$ cat config.mk
export PLATFORM = sky130hd
export DESIGN_NAME = bounded_uniform_random_core
export DESIGN_NICKNAME = d
export VERILOG_FILES = /design/src/bur_pkg.sv /design/src/bur_mod.sv /design/src/bur_ctrl.sv /design/src/bur_datapath.sv /design/src/bounded_uniform_random_core.sv
export SDC_FILE = /design/constraint.sdc
export NUM_CORES = 1
export LEC_CHECK = 0
export CAP_MARGIN = 20
export CELL_PAD_IN_SITES_DETAIL_PLACEMENT = 1
export CELL_PAD_IN_SITES_GLOBAL_PLACEMENT = 1
export CORE_ASPECT_RATIO = 0.9
export CORE_MARGIN = 2
export CORE_UTILIZATION = 53
export CTS_BUF_LIST = sky130_fd_sc_hd__clkbuf_8
export CTS_CLUSTER_SIZE = 24
export DETAILED_ROUTE_END_ITERATION = 7
export DONT_BUFFER_PORTS = 1
export PLACE_DENSITY_LB_ADDON = 0.12
export SETUP_SLACK_MARGIN = 0.15
export SYNTH_ARGS = -nofsm -noshare
export SYNTH_HDL_FRONTEND = slang
export SYNTH_SLANG_ARGS = --single-unit
$ cat constraint.sdc
create_clock -name clk -period 14.6 [get_ports clk]
set_clock_uncertainty 0.15 [all_clocks]
set_input_delay 1.46 -clock clk [delete_from_list [all_inputs] [get_ports clk]]
set_output_delay 1.46 -clock clk [all_outputs]
set_load 0.02 [all_outputs]
$ cat src/bur_pkg.sv
// Package of the bounded uniform random core: widths, codes, state types
// and the command/status structs between controller and datapath. No dependencies.
`default_nettype none

package bur_pkg;

	localparam int unsigned HALF_W  = 16;
	localparam int unsigned FULL_W  = 2 * HALF_W;
	localparam int unsigned RANGE_W = HALF_W + 1;
	localparam int unsigned CNT_W   = $clog2(HALF_W + 1);

	localparam logic [HALF_W-1:0] HALF_MASK = '1;
	localparam logic [FULL_W-1:0] FULL_MASK = '1;

	// Request type codes.
	localparam logic REQ_START  = 1'b0;
	localparam logic REQ_SUPPLY = 1'b1;

	// Progress of the request being served.
	typedef enum logic [1:0] {
		PH_IDLE,
		PH_FULL_HI,
		PH_PASS,
		PH_DRAW
	} phase_t;

	// Controller sequencing states.
	typedef enum logic [1:0] {
		CS_ACCEPT,
		CS_EXEC,
		CS_MOD
	} ctl_state_t;

	typedef struct packed {
		logic load_item;
		logic exec;
	} dp_cmd_t;

	typedef struct packed {
		logic emit;
		logic need_mod;
		logic mod_done;
		logic out_blocked;
	} dp_sts_t;

endpackage

`default_nettype wire

$ cat src/bur_mod.sv
// Iterative remainder unit: computes 2^HALF_W mod divisor, one bit per cycle.
// Depends on bur_pkg.
`default_nettype none

module bur_mod
	import bur_pkg::*;
(
	input  wire logic               clk,
	input  wire logic               arst_n,
	input  wire logic               start,
	input  wire logic [RANGE_W-1:0] divisor,
	output logic                    done,
	output logic [HALF_W-1:0]       rem
);

	logic               busy_q;
	logic [CNT_W-1:0]   cnt_q;
	logic [RANGE_W-1:0] rem_q;
	logic [RANGE_W-1:0] div_q;
	logic [RANGE_W:0]   shifted;
	logic [RANGE_W:0]   rem_nxt;

	// The dividend is a single one bit, so the remainder starts at one and
	// each step shifts in a zero and subtracts the divisor when it fits.
	always_comb begin
		shifted = {rem_q, 1'b0};
		if (shifted >= {1'b0, div_q}) begin
			rem_nxt = shifted - {1'b0, div_q};
		end else begin
			rem_nxt = shifted;
		end
	end

	assign done = busy_q && (cnt_q == '0);
	assign rem  = rem_q[HALF_W-1:0];

	always_ff @(posedge clk or negedge arst_n) begin
		if (!arst_n) begin
			busy_q <= 1'b0;
			cnt_q  <= '0;
		end else if (start) begin
			busy_q <= 1'b1;
			cnt_q  <= CNT_W'(HALF_W);
		end else if (busy_q) begin
			if (cnt_q == '0) begin
				busy_q <= 1'b0;
			end else begin
				cnt_q <= cnt_q - CNT_W'(1);
			end
		end
	end

	always_ff @(posedge clk) begin
		if (start) begin
			rem_q <= RANGE_W'(1);
			div_q <= divisor;
		end else if (busy_q && (cnt_q != '0)) begin
			rem_q <= rem_nxt[RANGE_W-1:0];
		end
	end

endmodule

`default_nettype wire

$ cat src/bur_ctrl.sv
// Controller of the bounded uniform random core: sequences beat capture,
// execution and threshold computation. Depends on bur_pkg.
`default_nettype none

module bur_ctrl
	import bur_pkg::*;
(
	input  wire logic    clk,
	input  wire logic    arst_n,
	input  wire logic    in_valid,
	output logic         in_ready,
	input  wire dp_sts_t sts,
	output dp_cmd_t      cmd
);

	ctl_state_t state_q;
	ctl_state_t state_nxt;

	always_ff @(posedge clk or negedge arst_n) begin
		if (!arst_n) begin
			state_q <= CS_ACCEPT;
		end else begin
			state_q <= state_nxt;
		end
	end

	always_comb begin
		state_nxt     = state_q;
		in_ready      = 1'b0;
		cmd.load_item = 1'b0;
		cmd.exec      = 1'b0;
		case (state_q)
			CS_ACCEPT: begin
				in_ready = 1'b1;
				if (in_valid) begin
					cmd.load_item = 1'b1;
					state_nxt     = CS_EXEC;
				end
			end
			CS_EXEC: begin
				// Hold the beat while its result cannot enter the output register.
				if (!(sts.emit && sts.out_blocked)) begin
					cmd.exec  = 1'b1;
					state_nxt = sts.need_mod ? CS_MOD : CS_ACCEPT;
				end
			end
			CS_MOD: begin
				if (sts.mod_done) begin
					state_nxt = CS_ACCEPT;
				end
			end
			default: begin
				state_nxt = CS_ACCEPT;
			end
		endcase
	end

endmodule

`default_nettype wire

$ cat src/bur_datapath.sv
// Datapath of the bounded uniform random core: beat registers, request state,
// multiply-high with rejection and the output register. Depends on bur_pkg, bur_mod.
`default_nettype none

module bur_datapath
	import bur_pkg::*;
(
	input  wire logic              clk,
	input  wire logic              arst_n,
	input  wire dp_cmd_t           cmd,
	output dp_sts_t                sts,
	input  wire logic              req_type,
	input  wire logic [FULL_W-1:0] bound,
	input  wire logic [HALF_W-1:0] entropy_word,
	output logic                   out_valid,
	input  wire logic              out_ready,
	output logic [FULL_W-1:0]      value
);

	// Captured beat.
	logic              kind_q;
	logic [FULL_W-1:0] bound_q;
	logic [HALF_W-1:0] word_q;

	// Request state.
	phase_t             phase_q;
	logic [RANGE_W-1:0] range_q;
	logic [HALF_W-1:0]  thr_q;
	logic [HALF_W-1:0]  bup_q;
	logic [HALF_W-1:0]  blo_q;
	logic [HALF_W-1:0]  upick_q;
	logic               split_q;

	logic              out_valid_q;
	logic [FULL_W-1:0] value_q;

	// Next values.
	phase_t             phase_nxt;
	logic [RANGE_W-1:0] range_nxt;
	logic [HALF_W-1:0]  bup_nxt;
	logic [HALF_W-1:0]  blo_nxt;
	logic [HALF_W-1:0]  upick_nxt;
	logic               split_nxt;
	logic               emit_c;
	logic               need_mod_c;
	logic [FULL_W-1:0]  emit_val;
	logic               half_go;
	logic [HALF_W-1:0]  half_b;

	logic [HALF_W+RANGE_W-1:0] prod;
	logic [HALF_W-1:0]         prod_lo;
	logic [HALF_W-1:0]         pick;
	logic                      reject;

	logic              mod_done;
	logic [HALF_W-1:0] mod_rem;

	assign prod    = {{RANGE_W{1'b0}}, word_q} * {{HALF_W{1'b0}}, range_q};
	assign prod_lo = prod[HALF_W-1:0];
	assign pick    = prod[FULL_W-1:HALF_W];
	assign reject  = prod_lo < thr_q;

	always_comb begin
		phase_nxt  = phase_q;
		range_nxt  = range_q;
		bup_nxt    = bup_q;
		blo_nxt    = blo_q;
		upick_nxt  = upick_q;
		split_nxt  = split_q;
		emit_c     = 1'b0;
		need_mod_c = 1'b0;
		emit_val   = {upick_q, word_q};
		half_go    = 1'b0;
		half_b     = bound_q[HALF_W-1:0];

		if (kind_q == REQ_START) begin
			upick_nxt = '0;
			split_nxt = 1'b0;
			if (bound_q == FULL_MASK) begin
				phase_nxt = PH_FULL_HI;
			end else if (bound_q[FULL_W-1:HALF_W] == '0) begin
				half_go = 1'b1;
				half_b  = bound_q[HALF_W-1:0];
			end else begin
				bup_nxt    = bound_q[FULL_W-1:HALF_W];
				blo_nxt    = bound_q[HALF_W-1:0];
				range_nxt  = {1'b0, bound_q[FULL_W-1:HALF_W]} + RANGE_W'(1);
				need_mod_c = 1'b1;
				split_nxt  = 1'b1;
				phase_nxt  = PH_DRAW;
			end
		end else begin
			case (phase_q)
				PH_FULL_HI: begin
					upick_nxt = word_q;
					phase_nxt = PH_PASS;
				end
				PH_PASS: begin
					emit_c    = 1'b1;
					emit_val  = {upick_q, word_q};
					phase_nxt = PH_IDLE;
				end
				PH_DRAW: begin
					if (!reject) begin
						if (!split_q) begin
							emit_c    = 1'b1;
							emit_val  = {upick_q, pick};
							phase_nxt = PH_IDLE;
						end else begin
							upick_nxt = pick;
							split_nxt = 1'b0;
							if (pick < bup_q) begin
								phase_nxt = PH_PASS;
							end else begin
								half_go = 1'b1;
								half_b  = blo_q;
							end
						end
					end
				end
				default: begin
					phase_nxt = PH_IDLE;
				end
			endcase
		end

		// Draw within a single half, using the upper half already chosen.
		if (half_go) begin
			if (half_b == '0) begin
				emit_c    = 1'b1;
				emit_val  = {upick_nxt, {HALF_W{1'b0}}};
				phase_nxt = PH_IDLE;
			end else if (half_b == HALF_MASK) begin
				phase_nxt = PH_PASS;
			end else begin
				range_nxt  = {1'b0, half_b} + RANGE_W'(1);
				need_mod_c = 1'b1;
				phase_nxt  = PH_DRAW;
			end
		end
	end

	bur_mod u_mod (
		.clk     (clk),
		.arst_n  (arst_n),
		.start   (cmd.exec && need_mod_c),
		.divisor (range_nxt),
		.done    (mod_done),
		.rem     (mod_rem)
	);

	always_ff @(posedge clk) begin
		if (cmd.load_item) begin
			kind_q  <= req_type;
			bound_q <= bound;
			word_q  <= entropy_word;
		end
	end

	always_ff @(posedge clk or negedge arst_n) begin
		if (!arst_n) begin
			phase_q <= PH_IDLE;
			range_q <= '0;
			thr_q   <= '0;
			bup_q   <= '0;
			blo_q   <= '0;
			upick_q <= '0;
			split_q <= 1'b0;
		end else begin
			if (cmd.exec) begin
				phase_q <= phase_nxt;
				range_q <= range_nxt;
				bup_q   <= bup_nxt;
				blo_q   <= blo_nxt;
				upick_q <= upick_nxt;
				split_q <= split_nxt;
			end
			if (mod_done) begin
				thr_q <= mod_rem;
			end
		end
	end

	always_ff @(posedge clk or negedge arst_n) begin
		if (!arst_n) begin
			out_valid_q <= 1'b0;
		end else if (cmd.exec && emit_c) begin
			out_valid_q <= 1'b1;
		end else if (out_ready) begin
			out_valid_q <= 1'b0;
		end
	end

	always_ff @(posedge clk) begin
		if (cmd.exec && emit_c) begin
			value_q <= emit_val;
		end
	end

	assign out_valid       = out_valid_q;
	assign value           = value_q;
	assign sts.emit        = emit_c;
	assign sts.need_mod    = need_mod_c;
	assign sts.mod_done    = mod_done;
	assign sts.out_blocked = out_valid_q && !out_ready;

endmodule

`default_nettype wire

$ cat src/bounded_uniform_random_core.sv
// Bounded uniform random core: an accepted beat is captured, then executed; a result
// is registered to out_valid. The next beat is taken only after execute; a beat that
// loads a new range first waits for the shift-subtract remainder unit that builds the
// rejection threshold (16 iterations plus a completion step).
// Reset (arst_n, asynchronous, active low) returns to no request in progress,
// with all request state zero and no result pending.
`default_nettype none

module bounded_uniform_random_core
	import bur_pkg::*;
(
	input  wire logic              clk,
	input  wire logic              arst_n,
	input  wire logic              in_valid,
	output logic                   in_ready,
	input  wire logic              req_type,
	input  wire logic [FULL_W-1:0] bound,
	input  wire logic [HALF_W-1:0] entropy_word,
	output logic                   out_valid,
	input  wire logic              out_ready,
	output logic [FULL_W-1:0]      value
);

	// The controller sequences each beat through a capture step and an
	// execute step. During execute the datapath multiplies the entropy word
	// by the range size, tests the low half against the rejection threshold
	// and updates the request state. A result goes to a one-entry output
	// register; an execute that would overwrite an untaken result waits,
	// while beats that produce no result proceed regardless.
	dp_cmd_t cmd;
	dp_sts_t sts;

	bur_ctrl u_ctrl (
		.clk      (clk),
		.arst_n   (arst_n),
		.in_valid (in_valid),
		.in_ready (in_ready),
		.sts      (sts),
		.cmd      (cmd)
	);

	// Whenever a new range is loaded (a start beat, or the lower half of a
	// split bound), the threshold 2^16 mod range is computed iteratively
	// before the next beat is taken.
	bur_datapath u_dp (
		.clk          (clk),
		.arst_n       (arst_n),
		.cmd          (cmd),
		.sts          (sts),
		.req_type     (req_type),
		.bound        (bound),
		.entropy_word (entropy_word),
		.out_valid    (out_valid),
		.out_ready    (out_ready),
		.value        (value)
	);

endmodule

`default_nettype wire

; Word level (Yosys, flattened, before mapping)
; Index checks and enable logic that the tools add are counted.
[word_totals]
register_bits = 208
inputBits = 53
[classes]
bitwise_logic = 3
magnitude_cmp = 3
eq_ne = 16
addsub = 4
mux = 72
n_reduce_logical = 19
n_mul = 1
[op_table]
columns = operator, n
row1 = 2-to-1 mux 16 bit, 12
row2 = 2-to-1 mux 17 bit, 7
row3 = 2-to-1 mux 32 bit, 2
row4 = "adder 16 x 1 -> 17 bit, second input constant", 2
row5 = "== test 32 bit, second input constant", 1
row6 = zero test 16 bit, 2
row7 = < comparator 16 bit, 2
row8 = multiplier 16 x 17 -> 32 bit, 1
row9 = 2-to-1 mux 1 bit, 32
row10 = one-hot mux 16 bit (2 select lines), 1
row11 = 2-to-1 mux 2 bit, 12
row12 = greater-or-equal comparator 18 x 17 -> 1 bit, 1
row13 = subtractor 17 bit, 1
row14 = "== test 16 bit, second input constant", 1
row15 = 2-to-1 mux 5 bit, 3
row16 = "!= test 2 bit, second input constant", 5
row17 = AND reduction 4 bit, 2
row18 = "== test 2 bit, second input constant", 3
row19 = logical AND 1 bit, 6
row20 = one-hot mux 2 bit (3 select lines), 1
row21 = AND reduction 3 bit, 2
row22 = zero test 5 bit, 1
row23 = "!= test 5 bit, second input constant", 1
row24 = nonzero test 5 bit, 1
row25 = other kinds (12), 16

; Depth between registers and ports, before layout
[depth]
depth_word = 16
mapped_depth = 44

; Cells and area by module
; From an unflattened synthesis, not the netlist that was laid out.
[hier_totals]
hier_cells = 2176
area_unflattened_um2 = 20270.7
[modules_own_cells]
columns = mod, area_each_um2, n_inst, cells_each
row1 = bur_datapath, 17498.0, 1, 1865
row2 = bur_mod, 2662.6, 1, 300
row3 = bur_ctrl, 110.1, 1, 11

; Worst setup path after synthesis
; OpenSTA, ideal clock, no wires.
[synth_timing]
path_kind = flip-flop to flip-flop
from = register u_dp.word_q[1]
to = register u_dp.value_q[0], in the netlist u_dp.value[0], enable pin
path_stages_with_launch = 41
arrival_ps = 9700
required_ps = 14057
synth_period_minus_slack_ps = 10242
slack_ps = 4358
setup_time_ps = 393
path_buffers = 4
cell_sequence = edfxtp_1 > clkbuf_1 > clkbuf_1 > nand2_1 > fa_1 > inv_1 > fa_1 > inv_1 > fa_1 > inv_1 > fa_1 > fa_1 > inv_1 > fa_1 > inv_1 > ha_1 > nand4_1 > nor3_1 > [... 5 more ...] > xor2_1 > ha_1 > nand3_1 > nor4_1 > and2_1 > o211a_1 > a221oi_2 > nor2_1 > buf_2 > buf_2 > mux2i_1 > ha_1 > nor4b_1 > nand4_1 > or3_1 > a21boi_1 > nand2b_1 > and2_1
[synth_via]
elab_chain_len = 14
elab_cells_between_ends = 23
classes_between = 1 x mul / 2 x order compare / 17 x mux / 3 x reduce/logical
[synth_lines]
columns = item, line_no
row1 = start: declaration, bur_datapath.sv:23  ; logic [HALF_W-1:0] word_q;
row2 = start signal: assignment, bur_datapath.sv:156  ; word_q <= entropy_word;
row3 = multiplier 16 x 17 -> 32 bit (*), bur_datapath.sv:58  ; assign prod = {{RANGE_W{1'b0}}, word_q} * {{HALF_W{1'b0}}, range_q};
row4 = < comparator 16 bit, bur_datapath.sv:112  ; if (pick < bup_q) begin
row5 = 2-to-1 mux 16 bit, bur_datapath.sv:112
row6 = 2-to-1 mux 16 bit, bur_datapath.sv:105  ; if (!split_q) begin
row7 = 2-to-1 mux 16 bit, bur_datapath.sv:104  ; if (!reject) begin
row8 = 2-to-1 mux 16 bit, bur_datapath.sv:93  ; case (phase_q)
row9 = 2-to-1 mux 16 bit, bur_datapath.sv:76  ; if (kind_q == REQ_START) begin
row10 = zero test 16 bit, bur_datapath.sv:129  ; if (half_b == '0) begin
row11 = 2-to-1 mux 1 bit, bur_datapath.sv:129
row12 = 2-to-1 mux 1 bit (*), bur_datapath.sv:128  ; if (half_go) begin
row13 = logical AND 1 bit, bur_ctrl.sv:42  ; if (!(sts.emit && sts.out_blocked)) begin
row14 = 2-to-1 mux 1 bit, bur_ctrl.sv:42
row15 = 2-to-1 mux 1 bit, bur_ctrl.sv:32  ; case (state_q)
row16 = logical AND 1 bit (*), bur_datapath.sv:195  ; if (cmd.exec && emit_c) begin
row17 = end signal: assignment, bur_datapath.sv:196  ; value_q <= emit_val;
row18 = end: declaration, bur_datapath.sv:35  ; logic [FULL_W-1:0] value_q;
; Mark *: on every way between the ends. The rest lies on a longest branch, timed or not.
; A chain may end at the register's enable or synchronous reset.

; Final worst setup path
[layout_timing]
from = register u_dp.word_q[13]
to = register u_dp.u_mod.rem_q[15]
[layout_via]
elab_chain_len = 14
elab_cells_between_ends = 27
classes_between = 1 x mul / 2 x order compare / 1 x eq/ne / 20 x mux / 3 x reduce/logical
[layout_lines]
columns = item, line_no
row1 = multiplier 16 x 17 -> 32 bit (*), bur_datapath.sv:58
row2 = < comparator 16 bit, bur_datapath.sv:112
row3 = 2-to-1 mux 16 bit, bur_datapath.sv:112
row4 = 2-to-1 mux 16 bit, bur_datapath.sv:105
row5 = 2-to-1 mux 16 bit, bur_datapath.sv:104
row6 = 2-to-1 mux 16 bit, bur_datapath.sv:93
row7 = 2-to-1 mux 16 bit, bur_datapath.sv:76
row8 = zero test 16 bit, bur_datapath.sv:129
row9 = 2-to-1 mux 1 bit, bur_datapath.sv:129
row10 = 2-to-1 mux 1 bit, bur_datapath.sv:128
row11 = logical AND 1 bit, bur_ctrl.sv:42
row12 = 2-to-1 mux 1 bit, bur_ctrl.sv:42
row13 = 2-to-1 mux 1 bit, bur_ctrl.sv:32
row14 = logical AND 1 bit (*), bur_datapath.sv:146  ; .start (cmd.exec && need_mod_c),
row15 = end signal: assignment, bur_mod.sv:58  ; rem_q <= rem_nxt[RANGE_W-1:0];
row16 = end: declaration, bur_mod.sv:18  ; logic [RANGE_W-1:0] rem_q;
; Marked as above.

==> results by group <==
Worst setup path
  • Worst reg2reg path startpoint: u_dp.word_q[13]
  • Largest driver fanout on the critical path: 42
  • Worst EP arrival: 12.30 ns
  • Longest individual stage delay on the worst path: 1.10 ns
  • Worst Setup Start Kind: flop
  • Type of destination of the critical path: flop
  • R2R depth: 37
  • Origin of the worst setup path: u_dp.word_q[13]
  • Critical-path top delay cell: edfxtp_1
  • Class of the most critical setup path: flop to flop
  • Crit path top cell by count: fa_1
  • Required @ worst endpoint: 14.87 ns

Detailed routing
  • Wire per inst: 22.79 µm
  • Length of the first detailed-routing pass in iterations: 5
  • DRC: 0
  • First-iteration detailed-routing DRC count: 1,087
  • Vias per Instance: 5.894
  • Antenna Violating Nets Remaining: 0
  • Total detailed-routing wirelength: 58,650 µm
  • Via total after detailed routing: 15,160

Logic synthesis
  • Net count of the mapped netlist: 2,523
  • Commonest register cell after synthesis: edfxtp_1
  • Post-synth EDFFs: 98
  • Post-synthesis instance area: 19,880 µm²
  • Syn avg cell area: 9.429 µm²
  • Share of the yosys chip area belonging to registers: 28.23%
  • Leading cell types by total area after synthesis: fa_1, edfxtp_1, dfrtp_1, ha_1, inv_1
  • Yosys cell types: 68
  • Register bit total from synthesis: 208
  • Async S/R FF share, synth: 44.71%
  • Syn. warnings: 0
  • Synthesized instance count: 2,108
  • Fraction of post-synthesis cell area in the top cell type by area: 20.95%
  • Cell type with the highest aggregate area in the netlist: fa_1

Floorplan
  • Initial cell density of the core: 53.52%
  • Die W: 208.1 µm
  • Boundary Pins: 87
  • Area of the die: 39,070 µm²
  • Placeable core region: 37,140 µm²
  • Die Ht: 187.7 µm
  • Cell row count: 67

STA
  • Slew margin rel.: 24.22%
  • Slew Viols, Final: 0
  • Worst Slack Setup Final: 2.570 ns
  • Post-route clock period utilization: 82.40%
  • Fin crit period: 12.03 ns
  • Total setup violations reported at the end of the flow: 0
  • Hold violation count in the final report: 0
  • Unrepaired setup endpoints after global routing: false
  • Fin Setup TNS: 0 ns
  • Actual slew at the worst max-slew pin: 1.137 ns
  • Post-route worst hold slack: 0.3096 ns
  • Achievable clock frequency: 0.08313 GHz

Job
  • Max-cap check violation count: 0

Global routing
  • Pin count of the biggest net entering global routing: 94
  • Number of global-route vias before repair: 16,660
  • First-pass GRT wire length: 94,340 µm
  • Remaining Overflow, GRT: 0
  • Initial antenna violation count: 1
  • Global-route total usage across every layer: 31.09%

Clocking
  • CTS tree: yes
  • Root buffer selected by CTS: clkbuf_8
  • Resize count post-CTS: 0
  • Post-CTS Setup Repair Bufs: 0
  • CTS Sinks: 208
  • # H-tree levels: 2
  • Skew-Pair Late Insertion Delay: 0.55 ns
  • Num CTS Buffers: 34
  • Deepest clock path buffer count: 3
  • Clock transition at the register clock pins on the worst setup and hold paths after CTS: 0.07 ns
  • Number of buffers added to fix hold violations after cts: 0

Final layout
  • Share of final-layout standard cells stronger than drive strength 1: 6.654%
  • Number of nets in the finished design: 2,478
  • Post-Layout Inst Area: 21,040 µm²
  • Area grow syn2layout: 5.848%

Status
  • Status: completed

Placement
  • Routability cong.: 0.8930
  • Count of input and output buffers: 0
  • Hpwl dp: 43,960 µm
  • Total placed instance area: 20,210 µm²
  • Worst slack, placed: 2.694 ns

Min path
  • Cells on Worst Hold Path: 2
  • Origin of the worst min-delay path: u_dp.u_mod.rem_q[16]
  • Worst min-delay path class: flop to flop
[state kept, by name, indices dropped and copies added (netlist names), 17 cells and up]
signal	flops
u_dp.u_mod.div_q	17
u_dp.bound_q	32
u_dp.u_mod.rem_q	17
u_dp.value	32
u_dp.range_q	17
[cells by family (layout without fill, tap and decap cells)]
kind of cell               count (synthesis)  count (layout)  share of synthesized area, %
xor gates and xnor gates                  85              85                         3.745
adders and majority gates                362             362                         30.64
other                                      0               1                             0
buffers and inverters                    389             370                         7.541
DFF                                      208             208                         28.23
AOI/OAI and AO/OA                        338             338                         10.28
and+or+nand+nor                          661             661                         15.96
muxes                                     65              65                         3.601
[cells in the final DEF (no fill, tap or decap), types with 7 or more instances in the layout]
cell type	count
nand4_1	14
xnor2_1	56
dfrtp_1	93
nand2b_1	11
o21a_1	11
mux2i_1	13
a31oi_1	7
fa_1	208
o211ai_1	16
buf_4	17
nor4_1	12
a21oi_1	110
mux2_2	52
clkbuf_8	39
a211oi_1	12
nand3_1	31
nor2b_1	14
o21ai_1	7
ha_1	154
and3_1	14
nor2_1	99
xor2_1	29
and2_1	147
inv_1	300
nand2_1	271
a21o_1	23
nor3_1	23
o21ai_0	108
edfxtp_1	98
dfxtp_1	17
[Yosys cell counts (all sizes together), types with 7 or more instances]
cell type  number
inv           290
dfxtp          17
o21a           11
nand3          31
and2          150
a211oi         14
a31oi           7
nand4          14
nand2         271
o211ai         16
edfxtp         98
xnor2          56
a21o           23
nor2b          15
fa            208
a21oi         110
mux2i          13
nor3           23
ha            154
o21ai         116
dfrtp          93
clkbuf         80
buf            19
mux2           52
and3           14
nor4           12
xor2           29
nand2b         11
nor2          100
[stage by stage]
stage / cells / util, %
CTS: 2570 / 56.55
global placement: 2508 / 54.43
finish: 2573 / 56.65
floorplan: 2108 / -
detailed placement: 2508 / 54.43
global route: 2573 / 56.65
[critical path: cells and delay by family, from the launching register on]
family	cells	cell delay, ns
and+or+nand+nor	11	2.67
AOI/OAI and AO/OA	10	2.10
adders and majority gates	9	3.95
xor gates and xnor gates	1	0.40
buffers and inverters	5	1.15
DFF	1	1.10
muxes	1	0.33
[cell type report]
class	count	area, µm²
antenna	1	2.502
clock buffer	39	536.8
clock inverter	23	252.7
fill	4170	16100
inverter	290	1089
multi-input combinational	1511	12790
sequential	208	5610
tap	483	604.3
timing repair buffer	18	155.1
[path summary, 6_finish.rpt]
check | endpoint | slack [ns]
setup / recovery | u_dp.u_mod.rem_q[15] | 2.57
hold / removal | u_dp.u_mod.rem_q[16] | 0.31
setup reg to reg | u_dp.u_mod.rem_q[15] | 2.57
hold reg to reg | u_dp.u_mod.rem_q[16] | 0.31
max in group asynchronous | u_dp.upick_q[10] | 13.63
min in group asynchronous | u_dp.blo_q[2] | 0.45
[per-layer routing]
metal  track usage [%]  vias to the layer above  wire [µm]
met1             42.39                     7824      25580
met4             8.052                        0       1389
met5                 0                        -          0
met2             51.19                      455      27830
met3             6.079                       97       3846
li1                  -                     6788          -
Power is not shown: default switching activity piles up to over one toggle a cycle in this logic, so the estimate is an artifact.
